## config.mk

```make
export PLATFORM = sky130hd
export DESIGN_NAME = eps_front
export DESIGN_NICKNAME = d
export VERILOG_FILES = /design/src/sv/eps_pkg.sv /design/src/sv/eps_front.sv
export VERILOG_INCLUDE_DIRS = /design/src /design/src/sv
export SDC_FILE = /design/constraint.sdc
export NUM_CORES = 1
export LEC_CHECK = 0
export BUFFER_PORTS_ARGS = -buffer_cell sky130_fd_sc_hd__buf_2
export CORE_MARGIN = 1
export CORE_UTILIZATION = 55
export DETAILED_ROUTE_END_ITERATION = 6
export PLACE_DENSITY = 0.77
export SLEW_MARGIN = 25
export SYNTH_ARGS = -nofsm -noshare
export SYNTH_HDL_FRONTEND = slang
export SYNTH_SLANG_ARGS = --single-unit
```

## constraint.sdc

```tcl
create_clock -name clock -period 18.9 [get_ports clock]
set_input_delay 1.89 -clock clock [delete_from_list [all_inputs] [get_ports clock]]
set_output_delay 1.89 -clock clock [all_outputs]
set_load 0.1 [all_outputs]
```

## src/sv/ecmp_path_selector_assert.svh

```systemverilog
// Assertion macros shared by the path selector modules.
`ifndef ECMP_PATH_SELECTOR_ASSERT_SVH
`define ECMP_PATH_SELECTOR_ASSERT_SVH
`ifndef SYNTH
`define EPS_ASSERT(label, prop, msg) \
   label: assert property (@(posedge clock) disable iff (reset) prop) else $error(msg);
`define EPS_ASSERT_ALWAYS(label, prop, msg) \
   label: assert property (@(posedge clock) prop) else $error(msg);
`else
`define EPS_ASSERT(label, prop, msg)
`define EPS_ASSERT_ALWAYS(label, prop, msg)
`endif
`endif

```

## src/sv/eps_pkg.sv

```systemverilog
// Types and constants of the ECMP path selector.
package eps_pkg;
   localparam int MAX_PATHS = 64;
   localparam int CNT_W = 7;
   localparam int IDX_W = 6;

   localparam logic [31:0] MIX_C1 = 32'hcc9e2d51;
   localparam logic [31:0] MIX_C2 = 32'h1b873593;
   localparam logic [31:0] MIX_ADD = 32'he6546b64;
   localparam logic [31:0] FIN_C1 = 32'h85ebca6b;
   localparam logic [31:0] FIN_C2 = 32'hc2b2ae35;
   localparam logic [31:0] KEY_BYTES = 32'd12;

   localparam logic [7:0] PROTO_TCP = 8'h06;
   localparam logic [7:0] PROTO_UDP = 8'h11;
   localparam logic [7:0] PROTO_ACK = 8'hFC;
   localparam logic [7:0] PROTO_NACK = 8'hFD;

   localparam int MID_DEPTH = 4;
   localparam int MID_PTR_W = 2;
   localparam int OUT_DEPTH = 16;
   localparam int OUT_PTR_W = 4;
   localparam int PIPE_DEPTH = 12;
   localparam int MOD_STAGES = 4;
   localparam int MOD_FIRST = PIPE_DEPTH - MOD_STAGES;

   typedef struct packed {
      logic [31:0] w0;
      logic [31:0] w1;
      logic [31:0] w2;
      logic [CNT_W-1:0] count;
   } key_type;

   typedef struct packed {
      logic route_found;
      logic [IDX_W-1:0] path_index;
   } result_type;
endpackage

```

## src/sv/eps_front.sv

```systemverilog
// Front end: builds the hash key, clamps the path count and queues the word.
module eps_front import eps_pkg::*; (
   input  logic clock,
   input  logic reset,
   input  logic push,
   output logic full,
   input  logic [31:0] req_source_addr,
   input  logic [31:0] req_dest_addr,
   input  logic [7:0] req_protocol,
   input  logic [15:0] req_source_port,
   input  logic [15:0] req_dest_port,
   input  logic [CNT_W-1:0] req_path_count,
   output logic key_valid,
   output key_type key_word,
   input  logic key_take
);
`include "ecmp_path_selector_assert.svh"

   key_type mid_ff [MID_DEPTH];
   logic [MID_PTR_W-1:0] wr_ptr_ff, wr_ptr_in, rd_ptr_ff, rd_ptr_in;
   logic [MID_PTR_W:0] count_ff, count_in;
   logic push_fire;
   logic uses_ports;
   key_type key_in;

   always_comb begin
      unique case (req_protocol)
         PROTO_TCP, PROTO_UDP, PROTO_ACK, PROTO_NACK: uses_ports = 1'b1;
         default: uses_ports = 1'b0;
      endcase
      key_in.w0 = req_source_addr;
      key_in.w1 = req_dest_addr;
      key_in.w2 = uses_ports ? {req_dest_port, req_source_port} : 32'd0;
      if (req_path_count > CNT_W'(MAX_PATHS)) begin
         key_in.count = CNT_W'(MAX_PATHS);
      end else begin
         key_in.count = req_path_count;
      end
   end

   assign full = (count_ff == (MID_PTR_W+1)'(MID_DEPTH));
   assign push_fire = push && !full;
   assign key_valid = (count_ff != '0);
   assign key_word = mid_ff[rd_ptr_ff];

   always_comb begin
      wr_ptr_in = wr_ptr_ff + MID_PTR_W'(push_fire);
      rd_ptr_in = rd_ptr_ff + MID_PTR_W'(key_take);
      count_in = count_ff + (MID_PTR_W+1)'(push_fire) - (MID_PTR_W+1)'(key_take);
   end

   always_ff @(posedge clock) begin
      if (reset) begin
         wr_ptr_ff <= '0;
         rd_ptr_ff <= '0;
         count_ff <= '0;
      end else begin
         wr_ptr_ff <= wr_ptr_in;
         rd_ptr_ff <= rd_ptr_in;
         count_ff <= count_in;
      end
   end

   always_ff @(posedge clock) begin
      if (push_fire) begin
         mid_ff[wr_ptr_ff] <= key_in;
      end
   end

   `EPS_ASSERT_ALWAYS(a_mid_reset, reset |=> count_ff == '0, "Key queue not empty after reset.")
   `EPS_ASSERT(a_mid_bound, count_ff <= (MID_PTR_W+1)'(MID_DEPTH), "Key queue overfilled.")
   `EPS_ASSERT(a_take_nonempty, key_take |-> key_valid, "Word taken from an empty queue.")
endmodule

```

* After elaboration in Yosys (flattened, before gate mapping) *
Memory sizes are Yosys's and may differ from the RTL's. A register that Yosys moved wholly into a read port is not among the register bits.
Cells that the tools add are included.

cells by class
  order comparisons = 1
  muxes and demuxes = 6
  equality and inequality tests = 5
  add/sub/neg operators = 4
  reductions and logical operators = 4

operators with widths
  operator            count
  $mux 32             1
  $eq 8x8->1 const B  2
  $eq 8x3->1 const B  1
  $eq 8x5->1 const B  1
  $gt 7x7->1 const B  1
  $mux 7              1
  $add 2x1->2         2
  $reduce_or 4->1     1
  $add 3x1->3         1
  $eq 3x3->1 const B  1
  $mux 1              3
  $reduce_bool 3->1   1
  $sub 3x1->3         1
  $mux 2              1
  $logic_and 1x1->1   1
  $logic_not 1->1     1

word-level totals
  register bits = 7
  bits in writable memories = 412
  output and inout bits = 105
  bits of input ports = 115
  memories kept = 1

memories
  memory  depth  bits a word  rd ports  clocked after Yosys merged registers in  wr ports  line             source
  mid_ff  4      103          1         1                                        1         eps_front.sv:19  key_type mid_ff [MID_DEPTH];

* Longest topological paths before layout *
Gate-level depths: netlist (run 1).

  word-level depth = 5
  mapped depth = 9
  depth with buffers taken out = 9

* Worst setup path before layout (run 1) *
OpenSTA, ideal clock, no wires.

  path kind = input to register
  start point = input push
  end point = memory mid_ff[1][0] (netlist name) (enable)
  path buffers = 0
  arrival time = 9.530 ns
  data required time = 18.188 ns
  slack = 8.657 ns
  library setup time = 0.712 ns
  stages on the path = 2
  path through = nand2b_1 nor3b_1

between the ends
  longest elaborated chain between the ends = 3

ends and longest elaborated chain
  element                       line             source
  start: declaration            eps_front.sv:5   input logic push,
  $logic_and 1x1->1             eps_front.sv:42  assign push_fire = push && !full;
  $mux 1                        eps_front.sv:65  if (push_fire) begin
  $mux 1 (implied by the code)  eps_front.sv:66  mid_ff[wr_ptr_ff] <= key_in;
  end: declaration              eps_front.sv:19

No other way between the ends.

==> results of run 1 <==
synthesized netlist by cell type, types with 2 or more instances:
cell and number:
a21boi_0 30, a21boi_1 2, buf_12 8, buf_2 10
clkbuf_1 11, dfxtp_1 7, edfxtp_1 412, ha_1 4
inv_1 4, mux4_2 103, nor2_1 3, nor2b_1 10
nor3b_1 3, xnor2_1 4
routing by layer:
metal / GRT usage / up-vias
li1: - / 3161
met1: 0.268 / 3736
met2: 0.325 / 254
met3: 0.0601 / 47
met4: 0.0521 / 8
met5: 0 / -
sequential cells by signal (all words and copies together) (netlist names):
register,count
mid_ff,412
wr_ptr_ff,2
count_ff,3
rd_ptr_ff,2
cell usage in the layout (no fill, tap or decap), drive strengths merged, types with 7 or more instances in the layout:
master	netlist	layout
a21boi	32	32
buf	20	233
clkbuf	11	58
clkinv	0	17
dfxtp	7	7
edfxtp	412	412
mux4	103	103
nor2b	10	10
through the flow:
| step | hold slack [ns] | instance area (um^2) | total power, mW | worst slack (ns) |
|---|---|---|---|---|
| finish | 0.602 | 18400 | 2.57 | 14.01 |
| global route | 0.632 | 18400 | 2.65 | 13.75 |
| CTS | 0.602 | 18400 | 2.59 | 13.88 |
| detailed placement | 0.575 | 17100 | 1.82 | 14.44 |
| global placement | 0.572 | 17100 | 1.81 | 14.43 |
| floorplan | 0.521 | 15600 | 1.73 | 8.66 |
power by group through the flow:
stage / combinational (mW) / clock (mW) / sequential, mW
floorplan: 0.551 / 0 / 1.18
global placement: 0.646 / 0 / 1.16
detailed placement: 0.649 / 0 / 1.17
CTS: 0.650 / 0.795 / 1.15
global route: 0.669 / 0.831 / 1.15
finish: 0.643 / 0.777 / 1.15
how the worst max path moves through the flow:
stage | start | end | slack, ns | cells past startpoint
after floorplan | push | mid_ff[1][0] | 8.66 | 2
after global placement | rd_ptr_ff[0] | key_word[100] | 14.43 | 3
after detailed placement | rd_ptr_ff[0] | key_word[80] | 14.44 | 3
after CTS | rd_ptr_ff[0] | key_word[80] | 13.88 | 3
after global routing | rd_ptr_ff[0] | key_word[80] | 13.75 | 3
final | rd_ptr_ff[0] | key_word[80] | 14.01 | 3
cell type report:
type	count	area, um^2	area share
Antenna cell	1	2.50	0.000136
Clock buffer	58	1180	0.0645
Clock inverter	20	116	0.00633
Inverter	4	15.0	0.000817
Multi-Input combinational cell	170	2860	0.156
Sequential cell	419	12500	0.681
Tap cell	378	473	0.0257
Timing Repair Buffer	233	1200	0.0656
tightest hold or removal path, stage by stage, from the launching register on:
cell	delay [ns]
dfxtp_1	0.36
xnor2_1	0.16
nor2_1	0.04
kinds of logic after synthesis:
logic type               Yosys count
buffers and inverters             35
XOR/XNOR                           4
AO/OA/AOI/OAI                     33
AND/OR/NAND/NOR                   25
multiplexers                     103
flip-flops                       419
adder cells (fa/ha/maj)            5
==> summary.txt, run 1 <==
Synthesis
  – Synth cell types: 27
  – Post-Synth Simple-Gate Area: 0.0106
  – Primary FF master, synth: edfxtp_1
  – Share of the synthesized area in the top cell type: 0.791
  – Compound-Gate Fraction of Synth Area: 0.0159
  – Mux share of post-synthesis cell area: 0.148
  – Post-synthesis cell count: roughly 620
  – Synthesis-stage register bit count: 419
  – EDFF count, synth: 412
  – Largest family of logic cells by synthesized area: multiplexers
  – Adder-Cell Fraction of Synth Area: 0.00448
  – Cell area after synthesis: between 0.015 and 0.02 mm^2
  – Synth top area cells: edfxtp_1, mux4_2, a21boi_0
  – Post-Syn Area per Cell: between 20 and 30 um^2
  – Register area share after synthesis: 0.800
  – Mapped Nets: roughly 740
  – Post-synthesis xor/xnor area fraction: 0.00224
  – Async S/R FF share, synth: 0
  – Synthesis warning total: 0
  – Cell taking the most area after synthesis: edfxtp_1

Detailed routing
  – Met2 wire length: about 14000 um
  – Antenna viol nets, final: 0
  – DRT Wirelength: about 28000 um
  – TritonRoute pass-1 iters: 4
  – Drc violations: 0
  – Max layer used: met5
  – Met1 WL: roughly 12000 um
  – Vias: between 7k and 8k
  – Met3 wire len: ~2300 um
  – Routed wire per std cell: ~22 um
  – Initial DRC count: between 400 and 500
  – DR vias/cell: about 5.6

Critical path
  – CP required: between 15 and 20 ns
  – FF-to-FF Start: count_ff[1]
  – Worst Path Max Fanout: 46
  – R2r setup slk: around 16 ns
  – Arrival @ worst endpoint: roughly 3.0 ns
  – Delay-heaviest family, CP: buffers and inverters
  – Worst Reg2Reg Path Length in Cells: 5
  – Max stage delay on crit path: roughly 0.81 ns
  – Critical path, cell by cell: buf_4 -> mux4_2 -> buf_2
  – Critical path's slowest cell: buf_4
  – CP startpoint kind: flop
  – Crit. End Element: output pin
  – RR Endpoint: mid_ff[3][46]
  – CP Buf/Inv Count: 2
  – Kind of critical path: reg -> out

Flow run
  – Maxcap violations: 0

Worst hold path
  – Hold path start: wr_ptr_ff[1]
  – Worst hold path class: reg -> reg
  – Hold Path Depth: 2
  – Worst Hold End: wr_ptr_ff[1]

Power
  – Sw Share: 0.339
  – Clock share of power: 0.303
  – Logic gate share of total power: 0.251
  – Flop pwr share: 0.447
  – Switching power: 0.871 mW
  – PwrDens: roughly 140 mW/mm^2
  – VDD IR max: between 100 and 150 uV
  – Power Internal: ~1.7 mW
  – Pleak: ~6.4 nW

CTS
  – Reg clk slew, reported paths: 0.06 ns
  – CTS Sinks: roughly 420
  – Worst skew pair latency: 0.52 ns
  – CTS tree: built
  – Post-CTS sizing: 0
  – CTS buffer count: 43
  – Setup Buffers After CTS: 0
  – Htree depth: 2
  – Root Buffer: clkbuf_16
  – Max Root-Sink Buffers: 3
  – Hold buffer count at cts: 0

Global route
  – Number of global-route vias before repair: around 7.6k
  – Gr ovfl total: 0
  – Tot GR Track Use: 0.201
  – Initial antenna violation count: 5
  – First-pass GRT wire length: approximately 43000 um
  – Pin count of the biggest net entering global routing: 72

Timing
  – Rel. slew slack: 0.378
  – Worst-Margin Slew: a little over 0.9 ns
  – Fmax: a little over 0.2 GHz
  – Count of final setup violators: 0
  – Unrepaired setup endpoints after global routing: false
  – Period utilization: 0.259
  – Clock Skews: ~0.013 ns
  – Final hold vios: 0
  – Setup TNS: 0 ns
  – Max Slew Vio Count: 0
  – Fin crit period: approximately 4.9 ns

Cells and area
  – # fillers: around 1.8k
  – Layout Utilization: 0.660
  – Post-route insts no fill: roughly 1.3k
  – Synth-to-Final Area Change: 17.5%
  – # nets final: between 900 and 1k
  – Layout cells sized above 1: 0.441

Place
  – GPL Wtd Cong: ~0.70
  – Hpwl dp: 16600 um
  – Port bufs: 219
  – Placed insts: around 1.2k

Die
  – Io pins: 220
  – Starting Density: 0.561
  – Core area: between 0.02 and 0.03 mm^2
  – Site row count: ~60
  – Die X: 171 um
  – Die Y: between 150 and 200 um
  – Die Area: just under 0.03 mm^2

Outcome
  – Status: finished, final reports clean
Power figures use the tool's default switching activity.
==> run 2, diff against run 1 <==
--- a/config.mk
+++ b/config.mk
@@ -6,11 +6,12 @@
 export SDC_FILE = /design/constraint.sdc
 export NUM_CORES = 1
 export LEC_CHECK = 0
+export ABC_AREA = 1
 export BUFFER_PORTS_ARGS = -buffer_cell sky130_fd_sc_hd__buf_2
 export CORE_MARGIN = 1
-export CORE_UTILIZATION = 55
+export CORE_UTILIZATION = 52
 export DETAILED_ROUTE_END_ITERATION = 6
-export PLACE_DENSITY = 0.77
+export PLACE_DENSITY = 0.76
 export SLEW_MARGIN = 25
 export SYNTH_ARGS = -nofsm -noshare
 export SYNTH_HDL_FRONTEND = slang
==> constraint.sdc (replaced) <==
create_clock -name clock -period 4.3 [get_ports clock]
set_input_delay 0.43 -clock clock [delete_from_list [all_inputs] [get_ports clock]]
set_output_delay 0.43 -clock clock [all_outputs]
set_load 0.1 [all_outputs]
==> run 2 against run 1 <==
Flip-flop and latch count stayed put; cell count is 39% higher; critical path type unchanged; core utilization is 3.1 points lower; clock skew is 0.0025 ns higher; design area is 2.8% higher; sequential power grew to 4.4 times the previous value; area after synthesis is 2.6% higher; via count is 37% higher; total power grew to 4.7 times the previous value; largest cell class unchanged; worst hold slack worse by 0.49 ns.
==> summary.txt, run 2 <==
CTS
  – Htree depth: 2 (unchanged)
  – CTS tree: built
  – Post-CTS sizing: 0 (unchanged)
  – Setup Buffers After CTS: 0 (unchanged)
  – CTS Sinks: 419 (unchanged)
  – Max Root-Sink Buffers: 3 (unchanged)
  – Worst skew pair latency: 0.54 ns (+0.02 ns)
  – Reg clk slew, reported paths: 0.06 ns (about the same)
  – CTS buffer count: 43 (unchanged)
  – Root Buffer: clkbuf_16
  – Hold buffer count at cts: 0 (unchanged)

Cells and area
  – Most common cell after layout, fill and taps aside: edfxtp_1
  – # nets final: 1474 (+49%)
  – # fillers: 2220 (+23%)
  – Layout cells sized above 1: 0.219 (-0.222)
  – Number of flip-flops in the largest register: 412 (unchanged)
  – Most frequent cells in the layout: edfxtp_1, nor2_1, buf_2
  – Most flops, register: mid_ff
  – Synth-to-Final Area Change: 17.7%
  – Biggest regs: mid_ff x412, count_ff x3

Detailed routing
  – Routed wire per std cell: 18.9 um (-15%)
  – Vias: 9866 (+37%)
  – Initial DRC count: 662 (+48%)
  – Drc violations: 0 (unchanged)
  – DR vias/cell: 5.54 (-1.4%)
  – Antenna viol nets, final: 0 (unchanged)
  – DRT Wirelength: 33700 um (+19%)
  – TritonRoute pass-1 iters: 5 (+1)

Critical path
  – Crit. End Element: output pin
  – CP required: 3.87 ns (-13.14 ns)
  – Worst Path Max Fanout: 72 (+57%)
  – CP startpoint kind: flop
  – Arrival @ worst endpoint: 2.88 ns (-0.12 ns)
  – Kind of critical path: reg -> out

Power
  – Pleak: 6.70 nW (+5.3%)
  – PwrDens: 643 mW/mm^2 (+360%)
  – VDD IR max: 453 uV (+250%)

Die
  – Die Y: 178 um (+4.1%)
  – Die X: 178 um (+4.1%)
  – Core area: 0.0300 mm^2 (+7.8%)
  – Die Area: 0.0316 mm^2 (+8.4%)
  – Starting Density: 0.534 (-0.0270)
  – Io pins: 220 (unchanged)
  – Site row count: 63 (+3.3%)

Global route
  – First-pass GRT wire length: 51000 um (+18%)
  – Initial antenna violation count: 7 (+2)
  – Tot GR Track Use: 0.214 (+0.0129)
  – Gr ovfl total: 0 (unchanged)
  – Pin count of the biggest net entering global routing: 208 (+190%)
  – Number of global-route vias before repair: 9561 (+26%)

Timing
  – Fmax: around 0.30 GHz
  – Period utilization: 0.770
  – Final hold vios: 0 (unchanged)
  – Count of final setup violators: 0 (unchanged)
  – Fin crit period: about 3.3 ns
  – Rel. slew slack: 0.376 (-0.00241)
  – Hold slack: 0.109 ns (-0.493 ns)
  – Clock Skews: 0.0151 ns (+0.00247 ns)
  – Worst-Margin Slew: 0.930 ns (-0.00262 ns)
  – Unrepaired setup endpoints after global routing: false
  – Setup TNS: 0 ns (unchanged)
  – Max Slew Vio Count: 0 (unchanged)

Synthesis
  – Post-Syn Area per Cell: 14.0 um^2 (-44%)
  – Share of the synthesized area in the top cell type: 0.771 (-0.0202)
  – Primary FF master, synth: edfxtp_1
  – Synth top area cells: edfxtp_1, nor2_1, o21ai_0
  – Count leader, synth: edfxtp_1
  – Mapped Nets: 1268 (+70%)
  – EDFF count, synth: 412 (unchanged)
  – Cell area after synthesis: 0.0160 mm^2 (+2.6%)
  – Cell taking the most area after synthesis: edfxtp_1
  – Post-synthesis cell count: 1148 (+84%)
  – Register area share after synthesis: 0.780 (-0.0205)
  – Most common library cells after synthesis: edfxtp_1, nor2_1, o21ai_0, o22ai_1, inv_1
  – Synth cell types: 22 (-19%)
  – Synthesis warning total: 0 (unchanged)
  – Synthesis-stage register bit count: 419 (unchanged)
  – Async S/R FF share, synth: 0 (unchanged)

Place
  – Port bufs: 219 (unchanged)
  – Hpwl dp: 18100 um (+9.2%)
  – GPL Wtd Cong: 0.757 (+8.5%)

Outcome
  – Status: finished, final reports clean

Worst hold path
  – Worst hold path class: in -> reg

Flow run
  – Maxcap violations: 0 (unchanged)
-- run 2: cell types whose count changed in the layout (fill, tap and decap cells not counted), moves of 27 or more --
cell / before / now
a21oi_1: 0 / 32
nor2_1: 3 / 224
o22ai_1: 0 / 103
mux4_2: 103 / 0
a21boi_0: 30 / 3
inv_1: 4 / 54
o21ai_1: 0 / 41
o21ai_0: 0 / 166
-- run 2: worst max-delay path, stage by stage, from the launching register on --
cell and delay, ns:
dfxtp_4 0.59, buf_4 0.72, o21ai_0 0.26, o22ai_1 0.26
buf_2 0.48
-- run 2: cell type report --
| class | count | area, um^2 | share of cell area |
|---|---|---|---|
| antenna | 5 | 12.5 | 0.000663 |
| tap | 390 | 488 | 0.0258 |
| multi-input combinational | 599 | 2940 | 0.156 |
| timing repair buffer | 235 | 1270 | 0.0675 |
| sequential | 419 | 12500 | 0.663 |
| inverter | 56 | 216 | 0.0115 |
| clock inverter | 24 | 275 | 0.0146 |
| clock buffer | 54 | 1160 | 0.0614 |
-- run 2: metal layers --
layer / global-route usage / wire length (um) / vias to the layer above
met2: 0.356 / 16400 / 372
met1: 0.273 / 13600 / 4762
met5: 0 / 44 / -
met3: 0.0632 / 3190 / 55
li1: - / - / 4669
met4: 0.0559 / 555 / 8
-- run 2: path summary, 6_finish.rpt --
check | from | end | slack [ns] | cells after the start
max reg2reg | count_ff[1] | count_ff[1] | 1.85 | 9
min | req_dest_addr[9] | mid_ff[1][48] | 0.11 | 1
min reg2reg | count_ff[1] | count_ff[2] | 0.61 | 3
max | rd_ptr_ff[1] | key_word[25] | 0.99 | 4
-- run 2: report_power, final --
part           internal (mW)  switching, mW
Combinational          0.471           2.83
Clock                   2.27           1.46
Sequential              5.00          0.115
-- run 2: metrics by stage --
stage          cell area [um^2]  std cells   util  setup WS, ns  power, mW
2_1_floorplan             16100       1148      -        -0.852       7.91
3_3_place_gp              17400       1699  0.580          1.63       8.47
3_5_place_dp              17400       1699  0.581          1.60       8.52
4_1_cts                   18900       1777  0.628          1.03       12.2
5_1_grt                   18900       1778  0.628         0.906       12.6
6_report                  18900       1782  0.629         0.988       12.1
-- run 2: cells by family after synthesis --
kind of cell,after synthesis,share of synthesized area
flip-flops,419,0.780
AO/OA/AOI/OAI,345,0.116
AND/OR/NAND/NOR,246,0.0581
buffers and inverters,130,0.0401
adder cells (fa/ha/maj),5,0.00437
XOR/XNOR,3,0.00164
