==> config.mk <==
export PLATFORM = sky130hd
export DESIGN_NAME = eps_out_queue
export DESIGN_NICKNAME = d
export VERILOG_FILES = /design/src/sv/eps_pkg.sv /design/src/sv/eps_out_queue.sv
export VERILOG_INCLUDE_DIRS = /design/src /design/src/sv
export SDC_FILE = /design/constraint.sdc
export NUM_CORES = 1
export LEC_CHECK = 0
export ABC_AREA = 1
export ABC_CLOCK_PERIOD_IN_PS = 6100
export BUFFER_PORTS_ARGS = -buffer_cell sky130_fd_sc_hd__buf_2
export CAP_MARGIN = 15
export CORE_ASPECT_RATIO = 0.5
export CORE_MARGIN = 2
export CORE_UTILIZATION = 60
export DETAILED_ROUTE_END_ITERATION = 10
export PLACE_DENSITY = 0.77
export SLEW_MARGIN = 20
export SYNTH_ARGS = -nofsm -noshare
export SYNTH_HDL_FRONTEND = slang
export SYNTH_SLANG_ARGS = --single-unit
export TNS_END_PERCENT = 5
==> constraint.sdc <==
create_clock -name clock -period 6.1 [get_ports clock]
set_input_delay 0.61 -clock clock [delete_from_list [all_inputs] [get_ports clock]]
set_output_delay 0.61 -clock clock [all_outputs]
set_load 0.01 [all_outputs]
==> src/sv/ecmp_path_selector_assert.svh <==
// Assertion macros shared by the path selector modules.
`ifndef ECMP_PATH_SELECTOR_ASSERT_SVH
`define ECMP_PATH_SELECTOR_ASSERT_SVH
`ifndef SYNTH
`define EPS_ASSERT(label, prop, msg) \
   label: assert property (@(posedge clock) disable iff (reset) prop) else $error(msg);
`define EPS_ASSERT_ALWAYS(label, prop, msg) \
   label: assert property (@(posedge clock) prop) else $error(msg);
`else
`define EPS_ASSERT(label, prop, msg)
`define EPS_ASSERT_ALWAYS(label, prop, msg)
`endif
`endif

==> src/sv/eps_pkg.sv <==
// Types and constants of the ECMP path selector.
package eps_pkg;
   localparam int MAX_PATHS = 64;
   localparam int CNT_W = 7;
   localparam int IDX_W = 6;

   localparam logic [31:0] MIX_C1 = 32'hcc9e2d51;
   localparam logic [31:0] MIX_C2 = 32'h1b873593;
   localparam logic [31:0] MIX_ADD = 32'he6546b64;
   localparam logic [31:0] FIN_C1 = 32'h85ebca6b;
   localparam logic [31:0] FIN_C2 = 32'hc2b2ae35;
   localparam logic [31:0] KEY_BYTES = 32'd12;

   localparam logic [7:0] PROTO_TCP = 8'h06;
   localparam logic [7:0] PROTO_UDP = 8'h11;
   localparam logic [7:0] PROTO_ACK = 8'hFC;
   localparam logic [7:0] PROTO_NACK = 8'hFD;

   localparam int MID_DEPTH = 4;
   localparam int MID_PTR_W = 2;
   localparam int OUT_DEPTH = 16;
   localparam int OUT_PTR_W = 4;
   localparam int PIPE_DEPTH = 12;
   localparam int MOD_STAGES = 4;
   localparam int MOD_FIRST = PIPE_DEPTH - MOD_STAGES;

   typedef struct packed {
      logic [31:0] w0;
      logic [31:0] w1;
      logic [31:0] w2;
      logic [CNT_W-1:0] count;
   } key_type;

   typedef struct packed {
      logic route_found;
      logic [IDX_W-1:0] path_index;
   } result_type;
endpackage

==> src/sv/eps_out_queue.sv <==
// Result queue that holds finished words until the consumer pops them.
module eps_out_queue import eps_pkg::*; (
   input  logic clock,
   input  logic reset,
   input  logic res_valid,
   input  result_type res_word,
   output logic empty,
   input  logic pop,
   output logic rsp_route_found,
   output logic [IDX_W-1:0] rsp_path_index
);
`include "ecmp_path_selector_assert.svh"

   result_type q_ff [OUT_DEPTH];
   logic [OUT_PTR_W-1:0] wr_ptr_ff, wr_ptr_in, rd_ptr_ff, rd_ptr_in;
   logic [OUT_PTR_W:0] count_ff, count_in;
   logic pop_fire;

   assign empty = (count_ff == '0);
   assign pop_fire = pop && !empty;
   assign rsp_route_found = q_ff[rd_ptr_ff].route_found;
   assign rsp_path_index = q_ff[rd_ptr_ff].path_index;

   always_comb begin
      wr_ptr_in = wr_ptr_ff + OUT_PTR_W'(res_valid);
      rd_ptr_in = rd_ptr_ff + OUT_PTR_W'(pop_fire);
      count_in = count_ff + (OUT_PTR_W+1)'(res_valid) - (OUT_PTR_W+1)'(pop_fire);
   end

   always_ff @(posedge clock) begin
      if (reset) begin
         wr_ptr_ff <= '0;
         rd_ptr_ff <= '0;
         count_ff <= '0;
      end else begin
         wr_ptr_ff <= wr_ptr_in;
         rd_ptr_ff <= rd_ptr_in;
         count_ff <= count_in;
      end
   end

   always_ff @(posedge clock) begin
      if (res_valid) begin
         q_ff[wr_ptr_ff] <= res_word;
      end
   end

   `EPS_ASSERT(a_no_overrun, res_valid |-> (count_ff != (OUT_PTR_W+1)'(OUT_DEPTH)) || pop_fire, "Result queue overrun.")
endmodule

* Word-level counts from Yosys, hierarchy flattened
Memory sizes are Yosys's and may differ from the RTL's. A register that Yosys moved wholly into a read port is not among the register bits. Index checks and enable logic that the tools add are counted.
Operators by class: $add $sub $neg 4, multiplexer cells 3, reduce and logical (&&, ||, !) cells 3
Operators with widths (number):
- 4-bit by 1-bit adder with 4-bit output | 2
- 5-bit by 1-bit adder with 5-bit output | 1
- 5-bit zero test | 1
- 5-bit by 1-bit subtractor with 5-bit output | 1
- 4-bit two-way mux | 1
- 1-bit two-way mux | 2
- 1-bit logical AND | 1
- 1-bit zero test | 1
Storage, ports and cells: flip-flop bits (word level) 13, memory bits (writable) 112, bits of input ports 11, output and inout bits 8, word-level logic and storage cells 14, memories 1
Memories:
- q_ff | depth 16, bits a word 7, read ports 1, clocked after Yosys merged registers in 1, wr ports 1, RTL line eps_out_queue.sv:14 | result_type q_ff [OUT_DEPTH];

* Depth between registers and ports, before layout
Gate-level depths: netlist of the first run.
depth in word-level cells 5, gate-level depth with buffers 15, gate-level depth less buffers 15

* Worst setup path before layout of the first run
OpenSTA, ideal clock, no wires.
path kind reg-to-reg, start point register count_ff[3], end point register count_ff[4], setup time 0.113 ns, data arrival time 2.091 ns, data required time 5.987 ns, path slack 3.896 ns, cell stages (with the launch flop) 16, path buffers 0, clock period less this slack 2.204 ns, cells stage by stage dfxtp_1 > inv_1 > ha_1 > nand3_1 > nor2_1 > nor2_1 > ha_1 > inv_1 > ha_1 > fa_1 > nand2_1 > a21oi_1 > nor2_1 > nand2_1 > nand2_1 > nor2_1
On the way: word-level cells in the longest chain between the ends 4, elaborated cells between the ends (all ways) 5, classes of those cells 2 x add/sub; 3 x reduce/logical
Ends and longest elaborated chain:
- start, declared | RTL line eps_out_queue.sv:16 | logic [OUT_PTR_W:0] count_ff, count_in;
- start signal, assigned | RTL line eps_out_queue.sv:38 | count_ff <= count_in;
- 5-bit zero test | RTL line eps_out_queue.sv:19 | assign empty = (count_ff == '0);
- via empty | RTL line eps_out_queue.sv:7 | output logic empty,
- 1-bit zero test | RTL line eps_out_queue.sv:20 | assign pop_fire = pop && !empty;
- 1-bit logical AND | RTL line eps_out_queue.sv:20
- 5-bit by 1-bit subtractor with 5-bit output | RTL line eps_out_queue.sv:27 | count_in = count_ff + (OUT_PTR_W+1)'(res_valid) - (OUT_PTR_W+1)'(pop_fire);
The timed path passes the listed nets, and every way through them passes these cells. A chain may end at the register's enable or synchronous reset.

==> summary.md, run 1 <==
The count of buffers from port buffering came out at 18. The slowest stage of the critical path is the inv_2 cell. The floorplan step set the die height to 71.9 um.

Areal power density over the cells: 398 nW/um^2. The cell depth of the worst flop-to-flop path was 15; the ratio of cells with drive above 1 in the final layout was 8.02%. The cell count of the worst hold path is 2, and the endpoint arrival time on the critical path is 2.25 ns. Broken down by cell family, the worst path's largest delay share belongs to buffers and inverters. The netlist area before placement came out at 5530 um^2.

The path type of the worst setup path is flop to output port. The final sum of negative setup slack came out at 0 ns. The most critical setup path has its startpoint at rd_ptr_ff[1]$_SDFF_PP0_. Relative to the synthesized area, the layout overhead comes to 12.0%.

The mean post-synth cell area is 9.93 um^2, and the number of cells in the design after placement is 672. The min-delay analysis places its worst path in the category input port to flop. 19 I/O pins were placed.

The run gives 0 as the final count of pins violating max slew. Counting every instance in the synthesized netlist gives 557. From left edge to right edge, the die measures 140 um. No sink is reached through more buffers than the 2 on the longest clock path.

The capture point of the worst reg-to-reg path is count_ff[4]$_SDFF_PP0_. The maximum clock frequency is 350 MHz. Of the available clock period, the critical path in the final layout requires 46.9%. TritonCTS built the clock tree. The post-detailed-placement half-perimeter wirelength is 7.86 mm. The path length in cells of the critical path works out to 7. The count of hold buffers inserted by post-cts repair is 0, and the worst slew margin relative to its limit is 33.7%. The final instance area is 6200 um^2, and the worst-case vdd ir drop is 0.268 mV.

The tools report the fraction of the yosys area taken by sequential cells as 65.5%. The transition at the pin with the smallest max-transition slack is 0.995 ns, and the final setup skew is 0.00755 ns. The run gives 0 as the DRC violation count after routing.

After detailed routing, the wire length on met1 is 5.36 mm. The worst register-to-register path begins at count_ff[3]$_SDFF_PP0_. The repair_antennas step left the layout with diodes totalling 0. The post-cts gate resize count is 0, and the highest fanout seen on the critical path is 31.

The global route total overflow came out at 0. Signal routing reaches up to met4. The detailed router placed 3910 vias in this run. In this run, distinct cell masters in the synthesized netlist total 21. Following the worst setup path forward leads to its endpoint at rsp_path_index[3].

The worst setup path is captured at an output port. The cell repeated most along the worst path is nand3_1. The floorplan step defined a die boundary enclosing 10100 um^2. The hold slack came out at 0.482 ns. After floorplanning, the core was sized to cover 8830 um^2. The post-synthesis sequential element count works out to 125. The cell sitting at the root of the clock tree is a clkbuf_16.

The flow ran to the end, and the final reports show no timing, DRC or antenna violations. The wire length after detailed routing is 12.7 mm. The worst register-to-register path has a setup slack of 3.83 ns.

The tools report the source-to-sink clock delay at the later pin of the worst-skew pair as 0.41 ns. The initial standard-cell utilization of the core is 62.7%. Setup repair after global routing left no endpoint under its margin.

Before antenna repair, the detailed router went through 5 iterations. In this run the number of H-tree levels came out at 4. For this run, the number of Yosys warnings is 0. The run gives 58 as the pin count of the biggest net entering global routing.

STA classifies the critical path startpoint as a flop. Global routing used 27.2% of the available tracks. Walking the worst path, the cells encountered are buf_4 -> inv_2 -> nand3_1 -> nand3_1 -> nand3_1 -> nand2_1 -> buf_2. The shortest period the worst path allows came out at 2.86 ns. Setup violations remaining at the end of the flow were counted as 0.

Wire segments on met3 add up to 1.61 mm in the final route. For the met2 layer wire length in the routed design, the log shows 5.48 mm. The final hold violation count is 0, and the number of buffers created by CTS is 17.

The post-detailed-route count of antenna-violating nets is 0, and the buffer and inverter count on the worst path is 3. The number of cell rows is 24. The run gives 551 as the first-iteration detailed-routing DRC count. The tools report the final instance count without filler cells as 703. The worst path required time was 5.49 ns; the wire length per cell was 18.0 um. In this run the cell area measured after placement is 5660 um^2. The number of vias per cell is 5.56. For this run, the post-layout net count is 596. The largest single stage delay on the critical path is 0.50 ns.

The count of max-cap constraint violations is 0. The first global-routing pass estimated 19.8 mm of wire. After layout, the design draws a total of 2.47 mW. Setup fix buffers added after clock tree synthesis: 0.

CTS saw 125 sinks. The leakage component of the power is 2.71 nW, and the routability congestion estimate from global placement is 0.909. The net count after synthesis was 579. The clock slew seen by the registers of the worst setup and hold paths was 0.05 ns; the number of antenna violations at the first check in global routing was 0.

The number of global-route vias before repair came out at 3682.
## state kept, by name, summed over array words and instances, names as in the netlist
name / flops
q_ff: 112
rd_ptr_ff: 4
wr_ptr_ff: 4
count_ff: 5
## metrics by stage
stage / worst slack [ns] / utilization (%)
finish: 3.24 / 70.2
CTS: 3.30 / 70.2
global route: 3.09 / 70.2
detailed placement: 3.75 / 64.1
floorplan: 3.90 / -
global placement: 3.77 / 64.1
## final cells by class
cell class / instances / area (um^2)
clock buffers: 19 / 433
clock inverters: 12 / 104
fillers: 619 / 2630
inverters: 106 / 398
multi-input cells: 304 / 1390
flip-flops and latches: 125 / 3620
well taps: 117 / 146
repair buffers: 20 / 105
## Yosys cell counts
cell type,n,area [um^2]
a21oi_1,3,15.0
and3_1,1,6.26
buf_1,2,7.51
buf_2,13,65.1
buf_4,5,37.5
buf_6,1,11.3
clkbuf_1,1,3.75
clkinv_1,1,3.75
dfxtp_1,13,260
edfxtp_1,112,3360
fa_1,1,20.0
ha_1,10,125
inv_1,103,387
inv_2,2,7.51
nand2_1,159,597
nand3_1,90,450
nand3b_1,1,7.51
nor2_1,34,128
o21ai_0,2,10.0
xnor2_1,2,17.5
xor2_1,1,8.76
## placed cells by master (no fill, tap or decap)
master     Yosys  routed
a21oi_1        3       3
and3_1         1       1
buf_2         13      18
buf_4          5       2
bufinv_16      0       2
clkbuf_1       1       2
clkbuf_16      0      17
clkinv_1       1       6
clkinv_2       0       5
dfxtp_1       13      12
dfxtp_2        0       1
edfxtp_1     112     112
fa_1           1       1
ha_1          10      10
inv_1        103     103
inv_2          2       2
nand2_1      159     159
nand3_1       90      90
nand3b_1       1       1
nor2_1        34      34
o21ai_0        2       2
xnor2_1        2       2
xor2_1         1       1
## report_power, final
part / leakage [nW] / internal, mW / switching [mW]
clock network: 0.268 / 0.586 / 0.340
logic: 1.32 / 0.172 / 0.388
registers: 1.12 / 0.964 / 0.0147
## worst min-delay path by stage
stage	from	to
2_1_floorplan	wr_ptr_ff[3]$_SDFF_PP0_	wr_ptr_ff[3]$_SDFF_PP0_
3_3_place_gp	wr_ptr_ff[3]$_SDFF_PP0_	wr_ptr_ff[3]$_SDFF_PP0_
3_5_place_dp	wr_ptr_ff[3]$_SDFF_PP0_	wr_ptr_ff[3]$_SDFF_PP0_
4_1_cts	reset	wr_ptr_ff[1]$_SDFF_PP0_
5_1_grt	reset	count_ff[0]$_SDFF_PP0_
6_report	reset	wr_ptr_ff[0]$_SDFF_PP0_
## cell families (layout without fill, tap and decap cells)
logic type / after synthesis / after routing / synth area share [%]
xor+xnor: 3 / 3 / 0.475
compound gates: 5 / 5 / 0.452
buf+inv: 128 / 157 / 9.45
simple gates: 285 / 285 / 21.5
fa+ha+maj: 11 / 11 / 2.62
flops: 125 / 125 / 65.5
## routing by layer
layer  vias to the layer above  global-route usage [%]
met5                         -                       0
met4                         0                    9.33
met3                        20                    9.37
met2                       272                    39.3
met1                      1805                    39.4
li1                       1813                       -
Note: power is estimated with default switching activity, not from simulation.
==> inputs of run 2 (changes only) <==
- ABC_CLOCK_PERIOD_IN_PS: 6100 -> 2910
- clock period: 6.1 -> 2.91 ns (I/O delays scaled with it)
==> run 2 against run 1 <==
  * Register-to-register slack got worse by 3.2 ns
  * Count of clock-buffer cells in the layout increased by 1
  * Worst setup slack got worse by 2.7 ns
  * Hold slack got worse by 0.32 ns
  * Design area increased by 0.87%
  * Sequential share of layout area decreased by 0.50 points
  * Combinational power increased by 110%
  * Clock skew decreased by 0.0022 ns
  * Largest cell class unchanged
  * Highest routed layer unchanged
==> summary.md, run 2 (synthesis gave the netlist of run 1 again) <==
The count of max-cap constraint violations is 0 (unchanged), and the largest incremental delay on the critical path is 0.57 ns (+0.07 ns). Critical path capture point type: an output port. The wire length per cell is 17.2 um (-4.6%). The logs give 567 (+2.9%) for the first-iteration detailed-routing DRC count and 24 (unchanged) for the number of cell rows. The buffer type at the clock tree root is clkbuf_16. The flip-flop count of the largest register, all copies and words added is 112 (unchanged), and the count of buffers from port buffering is 18 (unchanged). The number of buffers created by CTS was 17 (unchanged); the antenna diode count was 0 (unchanged).

Path category of the worst min-delay check: input port to flop. In the final layout, the registers with the most flip-flops are q_ff: 112 flops, count_ff: 5 flops. Register with the most flip-flops: q_ff. The run gives 3620 um^2 (unchanged) as the footprint of the flip-flops and latches.

The critical path goes through buf_4 -> nand2_1 -> nand2_1 -> nand2_1 -> nand3_1 -> nand3_1 -> nand2_1 -> buf_2. The global route total overflow is 0 (unchanged). The die width works out to 140 um (unchanged). The logs give 0 (unchanged) for the final hold violation count and 0 (unchanged) for the number of setup violations in the final report. The run gives 2.03 ns (-0.22 ns) as the endpoint arrival time on the critical path. The areal power density over the cells works out to 845 nW/um^2 (+110%). The maximum clock frequency came out at 430 MHz.

For the area taken by multi-input logic gates, the log shows 1390 um^2 (unchanged). The tools report the wire length after detailed routing as 12.1 mm (-4.2%). The worst setup path is launched from a flop.

For the worst-case clock buffer depth, the log shows 2 (unchanged). The ratio of cells with drive above 1 in the final layout is 8.66% (+0.64 points). TritonCTS built the clock tree. The worst-case vdd ir drop is 0.479 mV (+79%). For hold timing, the worst endpoint is count_ff[1]$_SDFF_PP0_. The highest fanout seen on the critical path is 25 (-19%), and the initial standard-cell utilization of the core is 62.7% (unchanged). The post-detailed-placement half-perimeter wirelength is 7.24 mm (-8.0%). Net count of the finished layout: 600 (+0.67%). The tools report the number of placed I/O pins as 19 (unchanged).

The first-pass GRT wire length came out at 19.2 mm (-3.0%). The startpoint identified for the worst hold timing path is reset. The tools report the post-cts gate resize count as 0 (unchanged). The cell that appears most often on the critical path is nand2_1.

The run gives 3697 (+0.41%) as the number of global-route vias before repair. The logs give 5.28 mW (+110%) for the total power after layout and 2.73 nW (+0.89%) for the leakage component of the power. The buffer and inverter count on the worst path works out to 2 (-1).

The capture point of the worst reg-to-reg path is count_ff[4]$_SDFF_PP0_. In the layout the commonest cells are nand2_1 (159), edfxtp_1 (112), inv_1 (103). The clock slew seen by the registers of the worst setup and hold paths was 0.05 ns (about the same).

The worst slew margin relative to its limit is 49.8% (+16 points), and the cell count of the worst hold path is 2 (unchanged). The total of fill cells in the finished design is 599 (-3.2%), and the first-pass iteration count of the detailed router is 5 (unchanged). The final count of pins violating max slew is 0 (unchanged), and the number of antenna violations at the first check in global routing is 0 (unchanged). The path length in cells of the critical path works out to 8 (+1). Cell class contributing the biggest share of worst-path delay: flip-flops. The run gives 0.41 ns (about the same) as the source-to-sink clock delay at the later pin of the worst-skew pair. The logs give 0 (unchanged) for the count of hold buffers inserted by post-cts repair and 0 (unchanged) for the DRC violation count after routing. The run gives 2.62 ns (-2.87 ns) as the worst path required time. The total core area is 8830 um^2 (unchanged). For the final instance count without filler cells, the log shows 706 (+0.43%). Path type of the worst setup path: flop to output port.

The post-route clock period utilization is 79.9%, and the utilization after layout is 70.8% (+0.61 points). The startpoint identified for the worst register-to-register timing path is count_ff[3]$_SDFF_PP0_. The number of H-tree branching levels came out at 4 (unchanged).

The tools report the reg-to-reg setup timing slack as 0.66 ns (-3.17 ns). Compared with the post-synthesis result, the final layout area differs by 13.0%. The transition at the pin with the smallest max-transition slack came out at 0.751 ns (-0.244 ns).

The run finished with clean final reports. The largest individual stage delay along the critical path comes from the cell dfxtp_2. The final sum of negative setup slack is 0 ns (unchanged), and the final setup skew is 0.00536 ns (-0.00219 ns). Setup repair after global routing left no endpoint under its margin. The die height was 71.9 um (unchanged); the number of vias per cell was 5.53 (-0.53%). The post-detailed-route count of antenna-violating nets came out at 0 (unchanged). The total routing resource utilization after global routing was 26.2% (-1.1 points). For the number of clock sinks seen by CTS, the log shows 125 (unchanged).

The via count was 3906 (-0.10%); the full die area was 10100 um^2 (unchanged). Leaving out fill and tap cells, the most frequent cell in the layout is nand2_1. The cell depth of the worst flop-to-flop path came out at 15 (unchanged). For the number of cells in the design after placement, the log shows 676 (+0.60%).

The shortest period the worst path allows works out to 2.33 ns. The pin count of the biggest net entering global routing was 31 (-47%); the hold slack was 0.162 ns (-0.320 ns). The setup fix buffers added after clock tree synthesis is 0 (unchanged), and the routability congestion estimate from global placement is 0.837 (-7.9%).
[run 2: area by class of cell]
type,count,area share (%)
sequential,125,58.0
multi-input combinational,304,22.2
clock buffer,20,6.99
inverter,106,6.37
tap,117,2.34
timing repair buffer,24,2.16
clock inverter,10,1.98
[run 2: stage by stage]
| step | setup WS (ns) | cell area, um^2 |
|---|---|---|
| floorplan | 0.706 | 5530 |
| global placement | 0.754 | 5690 |
| detailed placement | 0.642 | 5690 |
| CTS | 0.619 | 6250 |
| global route | 0.434 | 6250 |
| finish | 0.585 | 6250 |
[run 2: power breakdown]
group	leakage [nW]	switching, mW	internal [mW]
registers	1.12	0.0587	2.02
clock network	0.272	0.711	1.32
logic	1.34	0.788	0.379
total	2.73	1.56	3.72
[run 2: worst max-delay path by stage]
stage / startpoint / endpoint
4_1_cts: rd_ptr_ff[0]$_SDFF_PP0_ / rsp_path_index[0]
3_5_place_dp: count_ff[3]$_SDFF_PP0_ / count_ff[4]$_SDFF_PP0_
6_report: rd_ptr_ff[0]$_SDFF_PP0_ / rsp_path_index[0]
3_3_place_gp: count_ff[3]$_SDFF_PP0_ / count_ff[4]$_SDFF_PP0_
2_1_floorplan: count_ff[3]$_SDFF_PP0_ / count_ff[4]$_SDFF_PP0_
5_1_grt: rd_ptr_ff[0]$_SDFF_PP0_ / rsp_path_index[5]
[run 2: metal layers]
metal  up-vias  GRT usage [%]  wire (um)
li1       1820              -          -
met1      1771           36.9       4950
met2       278           39.2       5360
met3        37           6.60       1490
met4         0           12.1        331
met5         -              0          0
==> inputs of run 3 (changes only) <==
- ABC_CLOCK_PERIOD_IN_PS: 2910 -> 2000
- CORE_UTILIZATION: 60 -> 55
- PLACE_DENSITY: 0.77 -> 0.75
- clock period: 2.91 -> 2 ns (I/O delays scaled with it)
==> run 3 against run 2 <==
  * The flow now finishes with violations (setup timing)
  * Sequential share of layout area decreased by 2.8 points
  * Count of clock-buffer cells in the layout decreased by 3
  * Via count decreased by 0.49%
  * Hold slack got worse by 0.091 ns
  * Non-clock buffer count increased by 27
  * Global-route usage decreased by 2.9 points
  * Design area increased by 5.3%
  * Worst setup slack got worse by 0.71 ns
  * Combinational power increased by 75%
  * Largest cell class unchanged
==> summary.md, run 3 (synthesis gave the netlist of run 1 again) <==
The run finished, with violations left. The checks that failed: setup timing. The number of global-route vias before repair was 3751 (+1.5%). The run gives 57.6% (-5.1 points) as the initial standard-cell utilization of the core. The final instance count without filler cells is 753 (+6.7%). The largest registers in the layout are q_ff: 112 flops, count_ff: 5 flops. The worst slew margin relative to its limit was 57.7% (+8.0 points). The via count came out at 3887 (-0.49%).

The endpoint arrival time on the critical path was 2.43 ns (+0.40 ns). The logs give 25.7% (+3.6 points) for the logic gate share of total power and -0.13 ns (-0.79 ns) for the reg-to-reg setup timing slack. The worst setup path is captured at a flop. The areal power density over the cells came out at 1210 nW/um^2 (+43%).

Path category of the worst min-delay check: input port to flop. The wire length after detailed routing came out at 11.8 mm (-2.7%). TritonCTS built the clock tree.

The pin count of the biggest net entering global routing was 58 (+87%); the die width was 146 um (+4.3%). The post-route clock period utilization works out to 106%. The first-pass iteration count of the detailed router was 5 (unchanged); the utilization after layout was 68.5% (-2.3 points). Setup repair after global routing could not meet its margin everywhere.

The tools report the area taken by multi-input logic gates as 1430 um^2 (+3.3%). The global route total overflow came out at 0 (unchanged). The buffer type at the clock tree root was clkbuf_16.

The total power after layout was 7.97 mW (+51%); the count of max-cap constraint violations was 0 (unchanged). In this run the most critical hold path is launched from reset. The number of setup violations in the final report was 1 (+1); the number of clock sinks seen by CTS was 125 (unchanged).

The transition at the pin with the smallest max-transition slack works out to 0.632 ns (-0.119 ns). The sequential power share came out at 37.7% (-1.7 points). The worst setup path is launched from a flop. The total core area is 9600 um^2 (+8.8%), and the post-route worst setup slack is -0.128 ns (-0.713 ns).

The highest fanout seen on the critical path works out to 2 (-92%). First-pass GRT wire length: 18.5 mm (-4.0%). For the number of cell rows, the log shows 25 (+4.2%). The tools report the net count of the finished layout as 627 (+4.5%). The leakage component of the power came out at 2.88 nW (+5.5%). The DRC violation count after routing is 0 (unchanged). The post-detailed-placement half-perimeter wirelength was 7.20 mm (-0.50%); the number of buffers created by CTS was 17 (unchanged). For the final count of pins violating max slew, the log shows 0 (unchanged). The antenna diode count is 0 (unchanged). The library cells used most frequently in the layout, excluding fill and tap cells, are nand2_1 (158), edfxtp_1 (112), inv_1 (101).

The post-detailed-route count of antenna-violating nets is 0 (unchanged). Compared with the post-synthesis result, the final layout area differs by 18.9%. The net switching component of the power is 2.42 mW (+55%), and the cell depth of the worst flop-to-flop path is 15 (unchanged).

The tools report the worst path required time as 2.30 ns (-0.32 ns). The ratio of cells with drive above 1 in the final layout was 15.7% (+7.0 points). The number of vias per cell was 5.16 (-6.7%).

The fraction of power spent switching nets was 30.3% (+0.79 points). For hold timing, the worst endpoint is count_ff[1]$_SDFF_PP0_. The number of cells in the design after placement was 716 (+5.9%). The first-iteration detailed-routing DRC count is 659 (+16%). The source-to-sink clock delay at the later pin of the worst-skew pair is 0.42 ns (about the same). The buffer and inverter count on the worst path was 2 (unchanged); the count of buffers from port buffering was 18 (unchanged).

The cell class contributing the biggest share of worst-path delay is adder cells. The path type of the worst setup path is flop to flop. The slowest stage of the critical path is the fa_2 cell.

The logs give 0 (unchanged) for the count of hold buffers inserted by post-cts repair and 3630 um^2 (+0.14%) for the footprint of the flip-flops and latches. In this run the critical register-to-register path is launched from count_ff[2]$_SDFF_PP0_. The total internal power is 5.56 mW (+49%), and the final setup skew is 0.00964 ns (+0.00428 ns). The total routing resource utilization after global routing came out at 23.3% (-2.9 points). The endpoint identified for the worst register-to-register timing path is count_ff[4]$_SDFF_PP0_. The share of power burned in the clock network is 36.6% (-1.9 points), and the number of placed I/O pins is 19 (unchanged). The largest incremental delay on the critical path works out to 0.37 ns (-0.20 ns). The worst-case clock buffer depth is 2 (unchanged).

The tools report the number of antenna violations at the first check in global routing as 0 (unchanged). Subtracting the final worst setup slack from the clock period gives 2.13 ns. Static timing analysis puts the maximum clock frequency at 470 MHz.

Full die area: 10900 um^2 (+8.7%). Most frequent standard cell in the layout excluding fill and tap cells: nand2_1. The register with the most flip-flops is q_ff. Clock slew seen by the registers of the worst setup and hold paths: 0.05 ns (about the same). The flip-flop count of the largest register, all copies and words added is 112 (unchanged), and the die height is 74.9 um (+4.2%).

Final hold violation count: 0 (unchanged). The wire length per cell was 15.7 um (-8.8%); the worst-case vdd ir drop was 0.752 mV (+57%). For the hold slack, the log shows 0.0713 ns (-0.0908 ns). The cell count of the worst hold path was 2 (unchanged). The signal on the critical path passes through inv_2 -> ha_4 -> nand3_4 -> nor2_4 -> nor2_2 -> ha_1 -> inv_1 -> ha_2 -> fa_2 -> nand2_2 -> a21oi_2 -> nor2_1 -> nand2_1 -> nand2_1 -> nor2_1. The routability congestion estimate from global placement came out at 0.794 (-5.2%). The number of H-tree branching levels came out at 4 (unchanged). The tools report the total of fill cells in the finished design as 674 (+13%).
-- run 3: worst max path at each step --
stage                                 startpoint                     end  slack, ns  cells after the start
after floorplan           count_ff[3]$_SDFF_PP0_  count_ff[4]$_SDFF_PP0_      -0.12                     15
after global placement    count_ff[3]$_SDFF_PP0_  count_ff[4]$_SDFF_PP0_      -0.13                     15
after detailed placement  count_ff[3]$_SDFF_PP0_  count_ff[4]$_SDFF_PP0_      -0.21                     15
after CTS                 count_ff[2]$_SDFF_PP0_  count_ff[4]$_SDFF_PP0_      -0.14                     15
after global routing      count_ff[2]$_SDFF_PP0_  count_ff[4]$_SDFF_PP0_      -0.26                     15
final                     count_ff[2]$_SDFF_PP0_  count_ff[4]$_SDFF_PP0_      -0.13                     15
-- run 3: power groups by stage --
stage               logic (mW)  registers [mW]  clock network, mW
floorplan                 1.30            3.04                  0
global placement          1.84            3.04                  0
detailed placement        1.90            3.05                  0
CTS                       2.05            3.00               2.94
global route              2.29            3.01               3.06
finish                    2.05            3.01               2.92
-- run 3: cell type report --
class,count,area share (%)
clock buffer,17,6.47
clock inverter,15,2.24
tap,135,2.57
multi-input combinational,304,21.8
inverter,106,6.16
timing repair buffer,51,5.63
sequential,125,55.2
-- run 3: worst register-to-register path, delay by kind of cell, from the launching register on --
family	cells	cell delay (ns)
buffers and inverters	2	0.11
DFF	1	0.32
adders and majority gates	4	0.96
and+or+nand+nor	8	0.59
AOI/OAI and AO/OA	1	0.05
-- run 3: repair_timing --
item	CTS	global route
hold endpoints to repair	0	0
buffers inserted	5	0
pin swaps	8	2
resized for setup	7	2
endpoints found under the setup margin	8	11
-- run 3: layer usage --
layer / track usage (%) / wire (um) / share of wire [%] / up-vias
met5: 0 / 0 / 0 / -
met4: 9.37 / 246 / 2.1 / 0
met3: 7.58 / 992 / 8.4 / 26
met2: 38.7 / 5580 / 47 / 170
met1: 29.2 / 4990 / 42 / 1811
li1: - / - / - / 1880
-- run 3: per-stage QoR --
stage	setup TNS (ns)	instance area [um^2]	worst slack, ns
2_1_floorplan	-0.117	5570	-0.117
3_3_place_gp	-0.127	5940	-0.127
3_5_place_dp	-0.214	5940	-0.214
4_1_cts	-0.153	6570	-0.144
5_1_grt	-0.809	6580	-0.257
6_report	-0.128	6580	-0.128
